`src/rtl/lfss_pkg.sv`:
```
// Package with types, constants and helper functions for the line follower steering and speed unit.
`timescale 1ns / 1ps

package lfss_pkg;

    // Sensor row and field widths.
    localparam int unsigned SENSOR_COUNT = 8;
    localparam int unsigned LIT_W        = 4;
    localparam int unsigned DIR_W        = 8;
    localparam int unsigned STEER_W      = 14;
    localparam int unsigned SPEED_W      = 10;
    localparam int unsigned LAPS_W       = 3;
    localparam int unsigned TACHO_W      = 16;
    localparam int unsigned CFG_DATA_W   = 14;
    localparam int unsigned CFG_INDEX_W  = 3;

    // Fixed constants of the steering and speed law.
    localparam logic [LAPS_W-1:0]         LAPS_MAX       = 3'd7;
    localparam logic signed [STEER_W-1:0] STEER_GAIN     = 14'sd45;
    localparam logic [6:0]                DIR_FULL       = 7'd100;
    localparam logic signed [DIR_W-1:0]   DIR_HARD       = 8'sd100;
    localparam logic signed [DIR_W-1:0]   DIR_MID        = 8'sd70;
    localparam logic signed [DIR_W-1:0]   DIR_SOFT       = 8'sd35;
    localparam logic [SPEED_W-1:0]        SPEED_RESET    = 10'd100;

    // Configuration register indexes.
    typedef enum logic [CFG_INDEX_W-1:0] {
        REG_CROSSING_THRESHOLD = 3'd0,
        REG_LAP_LIMIT          = 3'd1,
        REG_SPEED_STEP         = 3'd2,
        REG_SPEED_MAX          = 3'd3,
        REG_BASE_RATE          = 3'd4,
        REG_RATE_SPAN_PER_UNIT = 3'd5
    } lfss_reg_e_t;

    // Input item carried by one transfer on the s_ channel.
    typedef struct packed {
        logic [SENSOR_COUNT-1:0] line_bits;
        logic                    start_pressed;
        logic [TACHO_W-1:0]      tacho_rate;
    } lfss_in_t;

    // Result item carried by one transfer on the m_ channel.
    typedef struct packed {
        logic signed [STEER_W-1:0] steer_angle;
        logic [SPEED_W-1:0]        motor_speed;
        logic [LAPS_W-1:0]         lap_count;
        logic                      is_driving;
        logic                      run_ended;
    } lfss_out_t;

    // Configuration register set.
    typedef struct packed {
        logic [3:0]  crossing_threshold;
        logic [2:0]  lap_limit;
        logic [6:0]  speed_step;
        logic [9:0]  speed_max;
        logic [13:0] base_rate;
        logic [6:0]  rate_span_per_unit;
    } lfss_cfg_t;

    // Run state carried from one sample to the next.
    typedef struct packed {
        logic signed [DIR_W-1:0] held_direction;
        logic                    on_crossing;
        logic [LAPS_W-1:0]       laps;
        logic                    driving;
        logic [SPEED_W-1:0]      speed_level;
        logic [SPEED_W-1:0]      motor_level;
    } lfss_state_t;

    // Priority encode of the lit sensors; outer sensors win over inner ones.
    function automatic logic signed [DIR_W-1:0] encode_direction(
        input logic [SENSOR_COUNT-1:0] bits,
        input logic signed [DIR_W-1:0] fallback
    );
        logic signed [DIR_W-1:0] dir;
        if (bits[0]) begin
            dir = DIR_HARD;
        end else if (bits[7]) begin
            dir = -DIR_HARD;
        end else if (bits[1]) begin
            dir = DIR_MID;
        end else if (bits[6]) begin
            dir = -DIR_MID;
        end else if (bits[2]) begin
            dir = DIR_SOFT;
        end else if (bits[5]) begin
            dir = -DIR_SOFT;
        end else if (bits[3] || bits[4]) begin
            dir = '0;
        end else begin
            dir = fallback;
        end
        return dir;
    endfunction

endpackage

```
`src/rtl/lfss_eval.sv`:
```
// Combinational evaluation of one sensor sample against the current run state.
`timescale 1ns / 1ps

module lfss_eval (
    input  lfss_pkg::lfss_cfg_t   cfg,
    input  lfss_pkg::lfss_state_t state_cur,
    input  lfss_pkg::lfss_in_t    item,
    output lfss_pkg::lfss_state_t state_next,
    output lfss_pkg::lfss_out_t   result
);

    logic                                   driving;
    logic [lfss_pkg::LIT_W-1:0]             lit;
    logic                                   crossing;
    logic [lfss_pkg::LAPS_W-1:0]            laps;
    logic signed [lfss_pkg::DIR_W-1:0]      dir;
    logic [6:0]                             mag;
    logic [6:0]                             straight;
    logic [13:0]                            span;
    logic [16:0]                            desired;
    logic signed [11:0]                     speed_sum;
    logic [lfss_pkg::SPEED_W-1:0]           speed_new;

    always_comb begin
        // A start request takes effect before the sample is evaluated.
        driving = state_cur.driving | item.start_pressed;

        // Count the lit sensors.
        lit = '0;
        for (int k = 0; k < lfss_pkg::SENSOR_COUNT; k++) begin
            lit = lit + lfss_pkg::LIT_W'(item.line_bits[k]);
        end
        crossing = lit > cfg.crossing_threshold;

        // Lap counting on the first sample of a crossing, saturating at the top.
        laps = state_cur.laps;
        if (crossing && !state_cur.on_crossing && state_cur.laps != lfss_pkg::LAPS_MAX) begin
            laps = state_cur.laps + 3'd1;
        end

        // Direction: zero on a crossing, otherwise the encode with the held fallback.
        if (crossing) begin
            dir = '0;
        end else begin
            dir = lfss_pkg::encode_direction(item.line_bits, state_cur.held_direction);
        end

        // Desired rate grows with straightness.
        mag      = dir[lfss_pkg::DIR_W-1] ? 7'(-dir) : 7'(dir);
        straight = lfss_pkg::DIR_FULL - mag;
        span     = 14'(straight) * 14'(cfg.rate_span_per_unit);
        desired  = 17'(cfg.base_rate) + 17'(span);

        // Step the speed toward the desired rate and saturate to 0..speed_max.
        if (desired >= 17'(item.tacho_rate)) begin
            speed_sum = $signed({2'b00, state_cur.speed_level}) + $signed({5'b0, cfg.speed_step});
        end else begin
            speed_sum = $signed({2'b00, state_cur.speed_level}) - $signed({5'b0, cfg.speed_step});
        end
        if (speed_sum > $signed({2'b00, cfg.speed_max})) begin
            speed_new = cfg.speed_max;
        end else if (speed_sum < 12'sd0) begin
            speed_new = '0;
        end else begin
            speed_new = speed_sum[lfss_pkg::SPEED_W-1:0];
        end

        // Defaults: run continues.
        state_next.held_direction = dir;
        state_next.on_crossing    = crossing;
        state_next.laps           = laps;
        state_next.driving        = driving;
        state_next.speed_level    = state_cur.speed_level;
        state_next.motor_level    = state_cur.motor_level;
        result.steer_angle        = 14'(dir) * lfss_pkg::STEER_GAIN;
        result.run_ended          = 1'b0;

        if (laps > cfg.lap_limit) begin
            // The lap limit is exceeded: stop the motor and end the run.
            state_next.motor_level = '0;
            state_next.driving     = 1'b0;
            state_next.laps        = '0;
            result.steer_angle     = '0;
            result.run_ended       = 1'b1;
        end else if (driving) begin
            state_next.speed_level = speed_new;
            state_next.motor_level = speed_new;
        end

        result.motor_speed = state_next.motor_level;
        result.lap_count   = state_next.laps;
        result.is_driving  = state_next.driving;
    end

endmodule

```
`src/rtl/line_follower_steer_speed_unit.sv`:
```
// Top level of the line follower steering and speed unit.
`timescale 1ns / 1ps

// The unit takes one sensor sample per cycle while m_ready keeps the result
// register draining, and returns one result per sample, in order. A sample is
// first captured in an input register; when the result register is free or being
// emptied, the evaluation logic reads it together with the run state, updates the
// state and loads the result register, whose valid flag drives m_valid. The state
// loop (laps, direction, speed) closes through the evaluation logic and the state
// register, so each sample sees the state left by the one before it. A stalled
// m_ready holds the result register and then the input register; the configuration
// registers are written through cfg_we, cfg_index and cfg_data and should only
// change while the unit is idle.
module line_follower_steer_speed_unit (
    input  logic                                  aclk,
    input  logic                                  aresetn,
    input  logic                                  s_valid,
    output logic                                  s_ready,
    input  lfss_pkg::lfss_in_t                    s_data,
    output logic                                  m_valid,
    input  logic                                  m_ready,
    output lfss_pkg::lfss_out_t                   m_data,
    input  logic                                  cfg_we,
    input  logic [lfss_pkg::CFG_INDEX_W-1:0]      cfg_index,
    input  logic [lfss_pkg::CFG_DATA_W-1:0]       cfg_data
);

    lfss_pkg::lfss_cfg_t   cfg_reg;
    lfss_pkg::lfss_state_t state_reg;
    lfss_pkg::lfss_state_t state_next;
    lfss_pkg::lfss_in_t    in_data_reg;
    logic                  in_valid_reg;
    lfss_pkg::lfss_out_t   out_data_reg;
    lfss_pkg::lfss_out_t   out_data_next;
    logic                  out_valid_reg;
    logic                  advance;

    // The held sample moves on when the result register is free or being emptied.
    assign advance = in_valid_reg && (!out_valid_reg || m_ready);
    assign s_ready = !in_valid_reg || advance;
    assign m_valid = out_valid_reg;
    assign m_data  = out_data_reg;

    // Configuration registers.
    always_ff @(posedge aclk) begin
        if (!aresetn) begin
            cfg_reg.crossing_threshold <= 4'd3;
            cfg_reg.lap_limit          <= 3'd3;
            cfg_reg.speed_step         <= 7'd3;
            cfg_reg.speed_max          <= 10'd800;
            cfg_reg.base_rate          <= 14'd900;
            cfg_reg.rate_span_per_unit <= 7'd5;
        end else if (cfg_we) begin
            case (lfss_pkg::lfss_reg_e_t'(cfg_index))
                lfss_pkg::REG_CROSSING_THRESHOLD: cfg_reg.crossing_threshold <= cfg_data[3:0];
                lfss_pkg::REG_LAP_LIMIT:          cfg_reg.lap_limit          <= cfg_data[2:0];
                lfss_pkg::REG_SPEED_STEP:         cfg_reg.speed_step         <= cfg_data[6:0];
                lfss_pkg::REG_SPEED_MAX:          cfg_reg.speed_max          <= cfg_data[9:0];
                lfss_pkg::REG_BASE_RATE:          cfg_reg.base_rate          <= cfg_data[13:0];
                lfss_pkg::REG_RATE_SPAN_PER_UNIT: cfg_reg.rate_span_per_unit <= cfg_data[6:0];
                default: begin
                end
            endcase
        end
    end

    // Input register: captures a sample on each s_ transfer.
    always_ff @(posedge aclk) begin
        if (!aresetn) begin
            in_valid_reg <= 1'b0;
        end else if (s_ready) begin
            in_valid_reg <= s_valid;
        end
    end

    always_ff @(posedge aclk) begin
        if (s_valid && s_ready) begin
            in_data_reg <= s_data;
        end
    end

    // Sample evaluation.
    lfss_eval u_eval (
        .cfg        (cfg_reg),
        .state_cur  (state_reg),
        .item       (in_data_reg),
        .state_next (state_next),
        .result     (out_data_next)
    );

    // Run state follows each evaluated sample.
    always_ff @(posedge aclk) begin
        if (!aresetn) begin
            state_reg.held_direction <= '0;
            state_reg.on_crossing    <= 1'b0;
            state_reg.laps           <= '0;
            state_reg.driving        <= 1'b0;
            state_reg.speed_level    <= lfss_pkg::SPEED_RESET;
            state_reg.motor_level    <= '0;
        end else if (advance) begin
            state_reg <= state_next;
        end
    end

    // Result register toward the m_ channel.
    always_ff @(posedge aclk) begin
        if (!aresetn) begin
            out_valid_reg <= 1'b0;
        end else if (advance) begin
            out_valid_reg <= 1'b1;
        end else if (m_ready) begin
            out_valid_reg <= 1'b0;
        end
    end

    always_ff @(posedge aclk) begin
        if (advance) begin
            out_data_reg <= out_data_next;
        end
    end

endmodule
```
`config.mk`:
```
export PLATFORM = sky130hd
export DESIGN_NAME = line_follower_steer_speed_unit
export DESIGN_NICKNAME = d
export VERILOG_FILES = /design/src/rtl/lfss_pkg.sv /design/src/rtl/lfss_eval.sv /design/src/rtl/line_follower_steer_speed_unit.sv
export SDC_FILE = /design/constraint.sdc
export NUM_CORES = 1
export LEC_CHECK = 0
export BUFFER_PORTS_ARGS = -buffer_cell sky130_fd_sc_hd__buf_2
export CORE_MARGIN = 1.5
export CORE_UTILIZATION = 60
export CTS_CLUSTER_DIAMETER = 40
export DETAILED_ROUTE_END_ITERATION = 7
export GPL_TIMING_DRIVEN = 0
export HOLD_SLACK_MARGIN = 0.1
export PLACE_DENSITY = 0.86
export SLEW_MARGIN = 30
export SYNTH_ARGS = -nofsm -noshare
export SYNTH_HDL_FRONTEND = slang
export SYNTH_SLANG_ARGS = --single-unit
```
`constraint.sdc`:
```
create_clock -name aclk -period 40.8 [get_ports aclk]
set_clock_uncertainty 0.05 [all_clocks]
set_input_delay 6.12 -clock aclk [delete_from_list [all_inputs] [get_ports aclk]]
set_output_delay 6.12 -clock aclk [all_outputs]
set_load 0.05 [all_outputs]
```
# Word-level counts from Yosys, hierarchy flattened
# Index checks and enable logic that the tools add are counted.
[op_classes]
bitwise_logic = 2
n_reduce_logical = 19
n_lt_le_gt_ge = 5
n_eq_ne = 6
n_addsub = 13
n_mul = 2
mux = 19
[ops]
columns = ["operator", "n"]
rows = [
  ["$mux 8", 8],
  ["$mux 10", 4],
  ["$add 4x1->4", 6],
  ["$ge 17x16->1", 1],
  ["$add 14x14->15", 1],
  ["$mul 7x7->14", 1],
  ["$mul 8x7->14 const B", 1],
  ["$gt 12x11->1", 1],
  ["$lt 12x1->1 const B", 1],
  ["$mux 12", 1],
  ["$reduce_and 2->1", 6],
  ["$add 10x7->11", 1],
  ["$sub 10x7->11", 1],
  ["$mux 7", 1],
  ["$neg 7->7", 1],
  ["$sub 7x7->7 const A", 1],
  ["$eq 3x2->1 const B", 2],
  ["$eq 3x3->1 const B", 2],
  ["$gt 4x4->1", 1],
  ["$logic_and 1x1->1", 4],
  ["$mux 4", 1],
  ["$add 3x1->3 const B", 1],
  ["$eq 3x1->1 const B", 1],
  ["$gt 3x3->1", 1],
  ["other kinds (11)", 17],
]
[totals]
wordCells = 88
out_inout_bits = 31
register_bits = 134
in_bits = 47

# Logic depth before layout (Yosys ltp)
[logic_depth]
word_depth = 21
depth_mapped = 59
depth_no_buf = 57

# Hierarchy
# From an unflattened synthesis, not the netlist that was laid out.
[hier_totals]
cells_unflattened = 1230
hier_area_um2 = 11015.6
[modules_own_cells]
columns = ["module", "cells_per_inst", "area_per_inst_um2", "seq_area_each_um2", "instances"]
rows = [
  ["lfss_eval", 850, 6437.4, 0.0, 1],
  ["line_follower_steer_speed_unit", 380, 4578.1, 3223.1, 1],
]

# Worst setup path before layout
# Ideal clock, no wire load.
[synth_timing]
kind = "reg2reg"
from = "reg in_data_reg[17] (netlist bit)"
to = "reg out_data_reg, in the netlist m_data[6] (data pin)"
path_buffers = 0
arrival_ns = 12.919
path_stages_with_launch = 55
t_required_ns = 40.494
synth_period_minus_slack_ns = 13.225
setup_ns = 0.256
slack_ns = 27.575
path_cell_list = "edfxtp_1 > ha_1 > inv_1 > fa_1 > fa_1 > inv_1 > fa_1 > inv_1 > fa_1 > inv_1 > ha_1 > nor2b_1 > o31ai_1 > a21oi_1 > nor2_1 > inv_1 > ha_1 > o21ai_0 > [... 19 more ...] > o41ai_1 > xnor2_1 > ha_1 > o21a_1 > a221oi_1 > o21ai_1 > a22oi_1 > o21bai_1 > xor2_1 > inv_1 > ha_1 > a211o_1 > a21oi_1 > nand2_1 > o31ai_1 > o41a_1 > mux2_2 > a22o_1"
[synth_rtl]
columns = ["element", "line_no", "source"]
rows = [
  ["start, declared", "line_follower_steer_speed_unit.sv:31", "lfss_pkg::lfss_in_t in_data_reg;"],
  ["start signal, assigned", "line_follower_steer_speed_unit.sv:78", "in_data_reg <= s_data;"],
  ["end signal, assigned", "line_follower_steer_speed_unit.sv:118", "out_data_reg <= out_data_next;"],
  ["end, declared", "line_follower_steer_speed_unit.sv:33", "lfss_pkg::lfss_out_t out_data_reg;"],
]

==> qor_table.md <==
| Metric | Value |
|:---|:---|
| Internal reg-to-reg setup slack | 24.89 ns |
| Post-synth net total | 1338 |
| Cells after synthesis | 1117 |
| Setup repair after global routing missed its margin | false |
| Placer Congestion | 0.928 |
| Peak fanout along the critical path | 12 |
| Synth unique cells | 64 |
| Total vias in the final route | 8348 |
| Ratio of routed vias to standard cells | 5.79 |
| Relative contribution of the clock network to total power | 0.187 |
| Starting DRT DRC Count | 671 |
| Worst setup endpoint | m_data[10] |
| Starting density of the core | 0.611 |
| Total number of nets in the final design | 1431 |
| Final number of hold-violating endpoints | 0 |
| Stages on worst setup path | 57 |
| Part of the total power dissipated in sequential elements | 0.195 |
| Pin count of the biggest net entering global routing | 36 |
| # setup viols final | 0 |
| Total count of max-transition violations in the final report | 0 |
| Most frequent cell on the critical path | sky130_fd_sc_hd__inv_1 |
| Number of clock buffers inserted by TritonCTS | 17 |
| Comb power frac | 0.618 |
| Category of the critical setup timing path | reg2reg |
| Routed WL | 24400 um |
| Ant diodes | 0 |
| Clock tree root driver cell | sky130_fd_sc_hd__clkbuf_16 |
| Deepest clock path buffer count | 2 |
| Wire length of the first global-routing pass | 39800 um |
| Clk Latency, worst-skew pair | 0.43 ns |
| Reg-to-reg critical path endpoint | m_data[10] |
| Fraction of power spent switching nets | 0.455 |
| Data arrival at the endpoint of the critical path | 16.03 ns |
| Syn. warnings | 0 |
| P_int | 473 uW |
| Top Ports | 78 |
| Most common library cell in the layout ignoring fill and taps | sky130_fd_sc_hd__inv_1 |
| Share of layout cells above drive strength 1 | 0.107 |
| Crit path largest cell delay | 0.62 ns |
| Library cell contributing the largest single delay on the critical path | sky130_fd_sc_hd__o21ai_1 |
| Grt total ovfl | 0 |
| Largest delay contributor family on the critical path | adder cells |
| Status | finished, final reports clean |
| Max-Slew Margin vs Limit | 0.438 |
| TritonCTS clock tree | yes |
| Worst endpoint required time | 40.91 ns |
| Per-cell routed wire length | 16.9 um |
| Most frequent cells in the layout | 156 x sky130_fd_sc_hd__inv_1, 130 x sky130_fd_sc_hd__nand2_1, 119 x sky130_fd_sc_hd__ha_1 |
| Sequential area share after synthesis | 0.319 |
| Detailed Routing Iterations Pass 1 | 5 |
| Chip height | 133 um |
| Global-route total usage across every layer | 0.287 |
| Power Dens Cells | 76.3 nW/um^2 |
| Max FFs per register | 45 |
| Number of setup buffers added after CTS | 0 |
| Number of flip-flops and latches in the synthesized netlist | 134 |
| Setup TNS | 0 ns |
| Number of global-route vias before repair | 8181 |
| Number of maximum-capacitance constraint violations | 0 |
| Clock transition at the register clock pins on the worst setup and hold paths after CTS | 0.06 ns |
| Number of synthesized flops with an enable pin | 54 |
| Source of the critical timing path | in_data_reg[19] |
| Pre-CTS worst setup slack | 25.02 ns |
| Number of cells upsized or downsized after cts | 0 |
| Maximum vdd drop | 0.0926 mV |
| Number of remaining DRC errors | 0 |
| Power spent charging and discharging nets | 395 uW |
| Worst R2R Start | in_data_reg[19] |
| Hold WC Path Type | reg2reg |
| Share of the clock period used by the worst path | 0.390 |
| Number of buffers inserted by hold repair at cts | 0 |
| Core box area | 16500 um^2 |
| Half-perimeter wire length of the detailed placement result | 18400 um |
| Worst path buffer plus inverter count | 11 |
| Leakage dissipation | 5.20 nW |
| Detail Route Antenna Nets | 0 |
| Final worst setup slack | 24.89 ns |
| Cell row count | 47 |
| Area Growth Syn to Fin | 12.6% |
| Average instance area after synthesis | 9.04 um^2 |
| Final critical delay including setup and external delays | 15.91 ns |
| Post-Synthesis Cell Area | 10100 um^2 |
| Number of antenna violations at the first check in global routing | 0 |
| Endpoint type of the worst setup path | register |
| Area of the die | 17600 um^2 |
| Sort of element at the start of the critical path | register |
| Filler Cells Inserted | 1193 |
| Actual slew at the worst max-slew pin | 0.841 ns |
| Core occupancy in the finished layout | 0.688 |
| Async SR Flop Fraction | 0 |
| Highest achievable clock rate | 62.9 MHz |
| Most frequently used flop master after synthesis | sky130_fd_sc_hd__dfxtp_1 |
| Clock sink total | 134 |
| Number of I/O port buffers | 74 |
| Final Hold Slack | 0.414 ns |
| Number of levels in the clock H-tree | 4 |
| Cell depth of the worst flop-to-flop path | 57 |
| Die extent in x | 133 um |
==> routing by layer <==
layer | vias to the layer above | share of wire | GRT usage
li1 | 3963 | - | -
met1 | 3969 | 0.43 | 0.379
met2 | 345 | 0.47 | 0.471
met3 | 71 | 0.077 | 0.0506
met4 | 0 | 0.031 | 0.111
met5 | - | 0 | 0
==> cells by family after synthesis <==
group / synth area share
xor+xnor: 0.0345
buf+inv: 0.0707
simple gates: 0.159
fa+ha+maj: 0.257
flops: 0.319
compound gates: 0.140
mux: 0.0203
==> worst reg2reg max path, delay by kind of cell (launching register included) <==
| kind | cells | cell delay (ns) |
|---|---|---|
| xor+xnor | 3 | 1.11 |
| flops | 1 | 0.32 |
| fa+ha+maj | 14 | 5.68 |
| buf+inv | 11 | 1.53 |
| simple gates | 12 | 2.35 |
| compound gates | 17 | 4.63 |
==> per-stage QoR <==
stage / area (um^2) / instances / power (mW)
finish: 11400 / 1443 / 0.868
global route: 11400 / 1443 / 0.947
CTS: 11400 / 1443 / 0.870
detailed placement: 10700 / 1411 / 0.698
global placement: 10700 / 1411 / 0.676
floorplan: 10100 / 1117 / 0.581
==> how the worst min path moves through the flow <==
stage	endpoint	cells after the start	from	slack, ns
2_1_floorplan	state_reg[2]	2	state_reg[2]	0.37
3_3_place_gp	state_reg[6]	2	state_reg[6]	0.39
3_5_place_dp	state_reg[2]	2	state_reg[2]	0.40
4_1_cts	cfg_reg[10]	2	cfg_reg[10]	0.42
5_1_grt	cfg_reg[27]	2	cfg_reg[27]	0.43
6_report	state_reg[6]	2	state_reg[6]	0.41
==> cell usage after synthesis (5+ instances only) <==
cell type,count,share of area
sky130_fd_sc_hd__o211ai_1,11,0.0082
sky130_fd_sc_hd__nand2b_1,8,0.0050
sky130_fd_sc_hd__edfxtp_1,54,0.16
sky130_fd_sc_hd__a211oi_1,12,0.0089
sky130_fd_sc_hd__o21a_1,11,0.0082
sky130_fd_sc_hd__a21o_1,9,0.0067
sky130_fd_sc_hd__o21ai_0,34,0.017
sky130_fd_sc_hd__a31oi_1,5,0.0031
sky130_fd_sc_hd__or3_1,7,0.0043
sky130_fd_sc_hd__xor2_1,16,0.014
sky130_fd_sc_hd__nor2_1,88,0.033
sky130_fd_sc_hd__mux2i_1,16,0.016
sky130_fd_sc_hd__nor2b_1,23,0.014
sky130_fd_sc_hd__dfxtp_1,80,0.16
sky130_fd_sc_hd__fa_1,55,0.11
sky130_fd_sc_hd__nor3_1,27,0.013
sky130_fd_sc_hd__inv_1,156,0.058
sky130_fd_sc_hd__nand3_1,15,0.0074
sky130_fd_sc_hd__clkbuf_1,25,0.0093
sky130_fd_sc_hd__ha_1,119,0.15
sky130_fd_sc_hd__nand2_1,130,0.048
sky130_fd_sc_hd__a22oi_1,6,0.0045
sky130_fd_sc_hd__xnor2_1,20,0.017
sky130_fd_sc_hd__and2_1,31,0.019
sky130_fd_sc_hd__a22o_1,13,0.011
sky130_fd_sc_hd__o21bai_1,5,0.0037
sky130_fd_sc_hd__a21oi_1,71,0.035
==> cell type report <==
class	count	area, um^2	share of cell area
well taps	220	275	0.0242
multi-input cells	794	6160	0.542
flip-flops and latches	134	3220	0.284
inverters	158	594	0.0523
clock inverters	14	179	0.0157
clock buffers	18	439	0.0386
plain buffers	31	120	0.0106
repair buffers	74	370	0.0326
==> power groups by stage <==
| stage | Clock [mW] | Combinational [mW] | Sequential (mW) |
|---|---|---|---|
| final | 0.162 | 0.536 | 0.169 |
| after detailed placement | 0 | 0.526 | 0.172 |
| after floorplan | 0 | 0.387 | 0.195 |
| after global placement | 0 | 0.505 | 0.172 |
| after CTS | 0.163 | 0.538 | 0.169 |
| after global routing | 0.167 | 0.610 | 0.170 |
No activity file was read; power rests on OpenSTA's default activity.
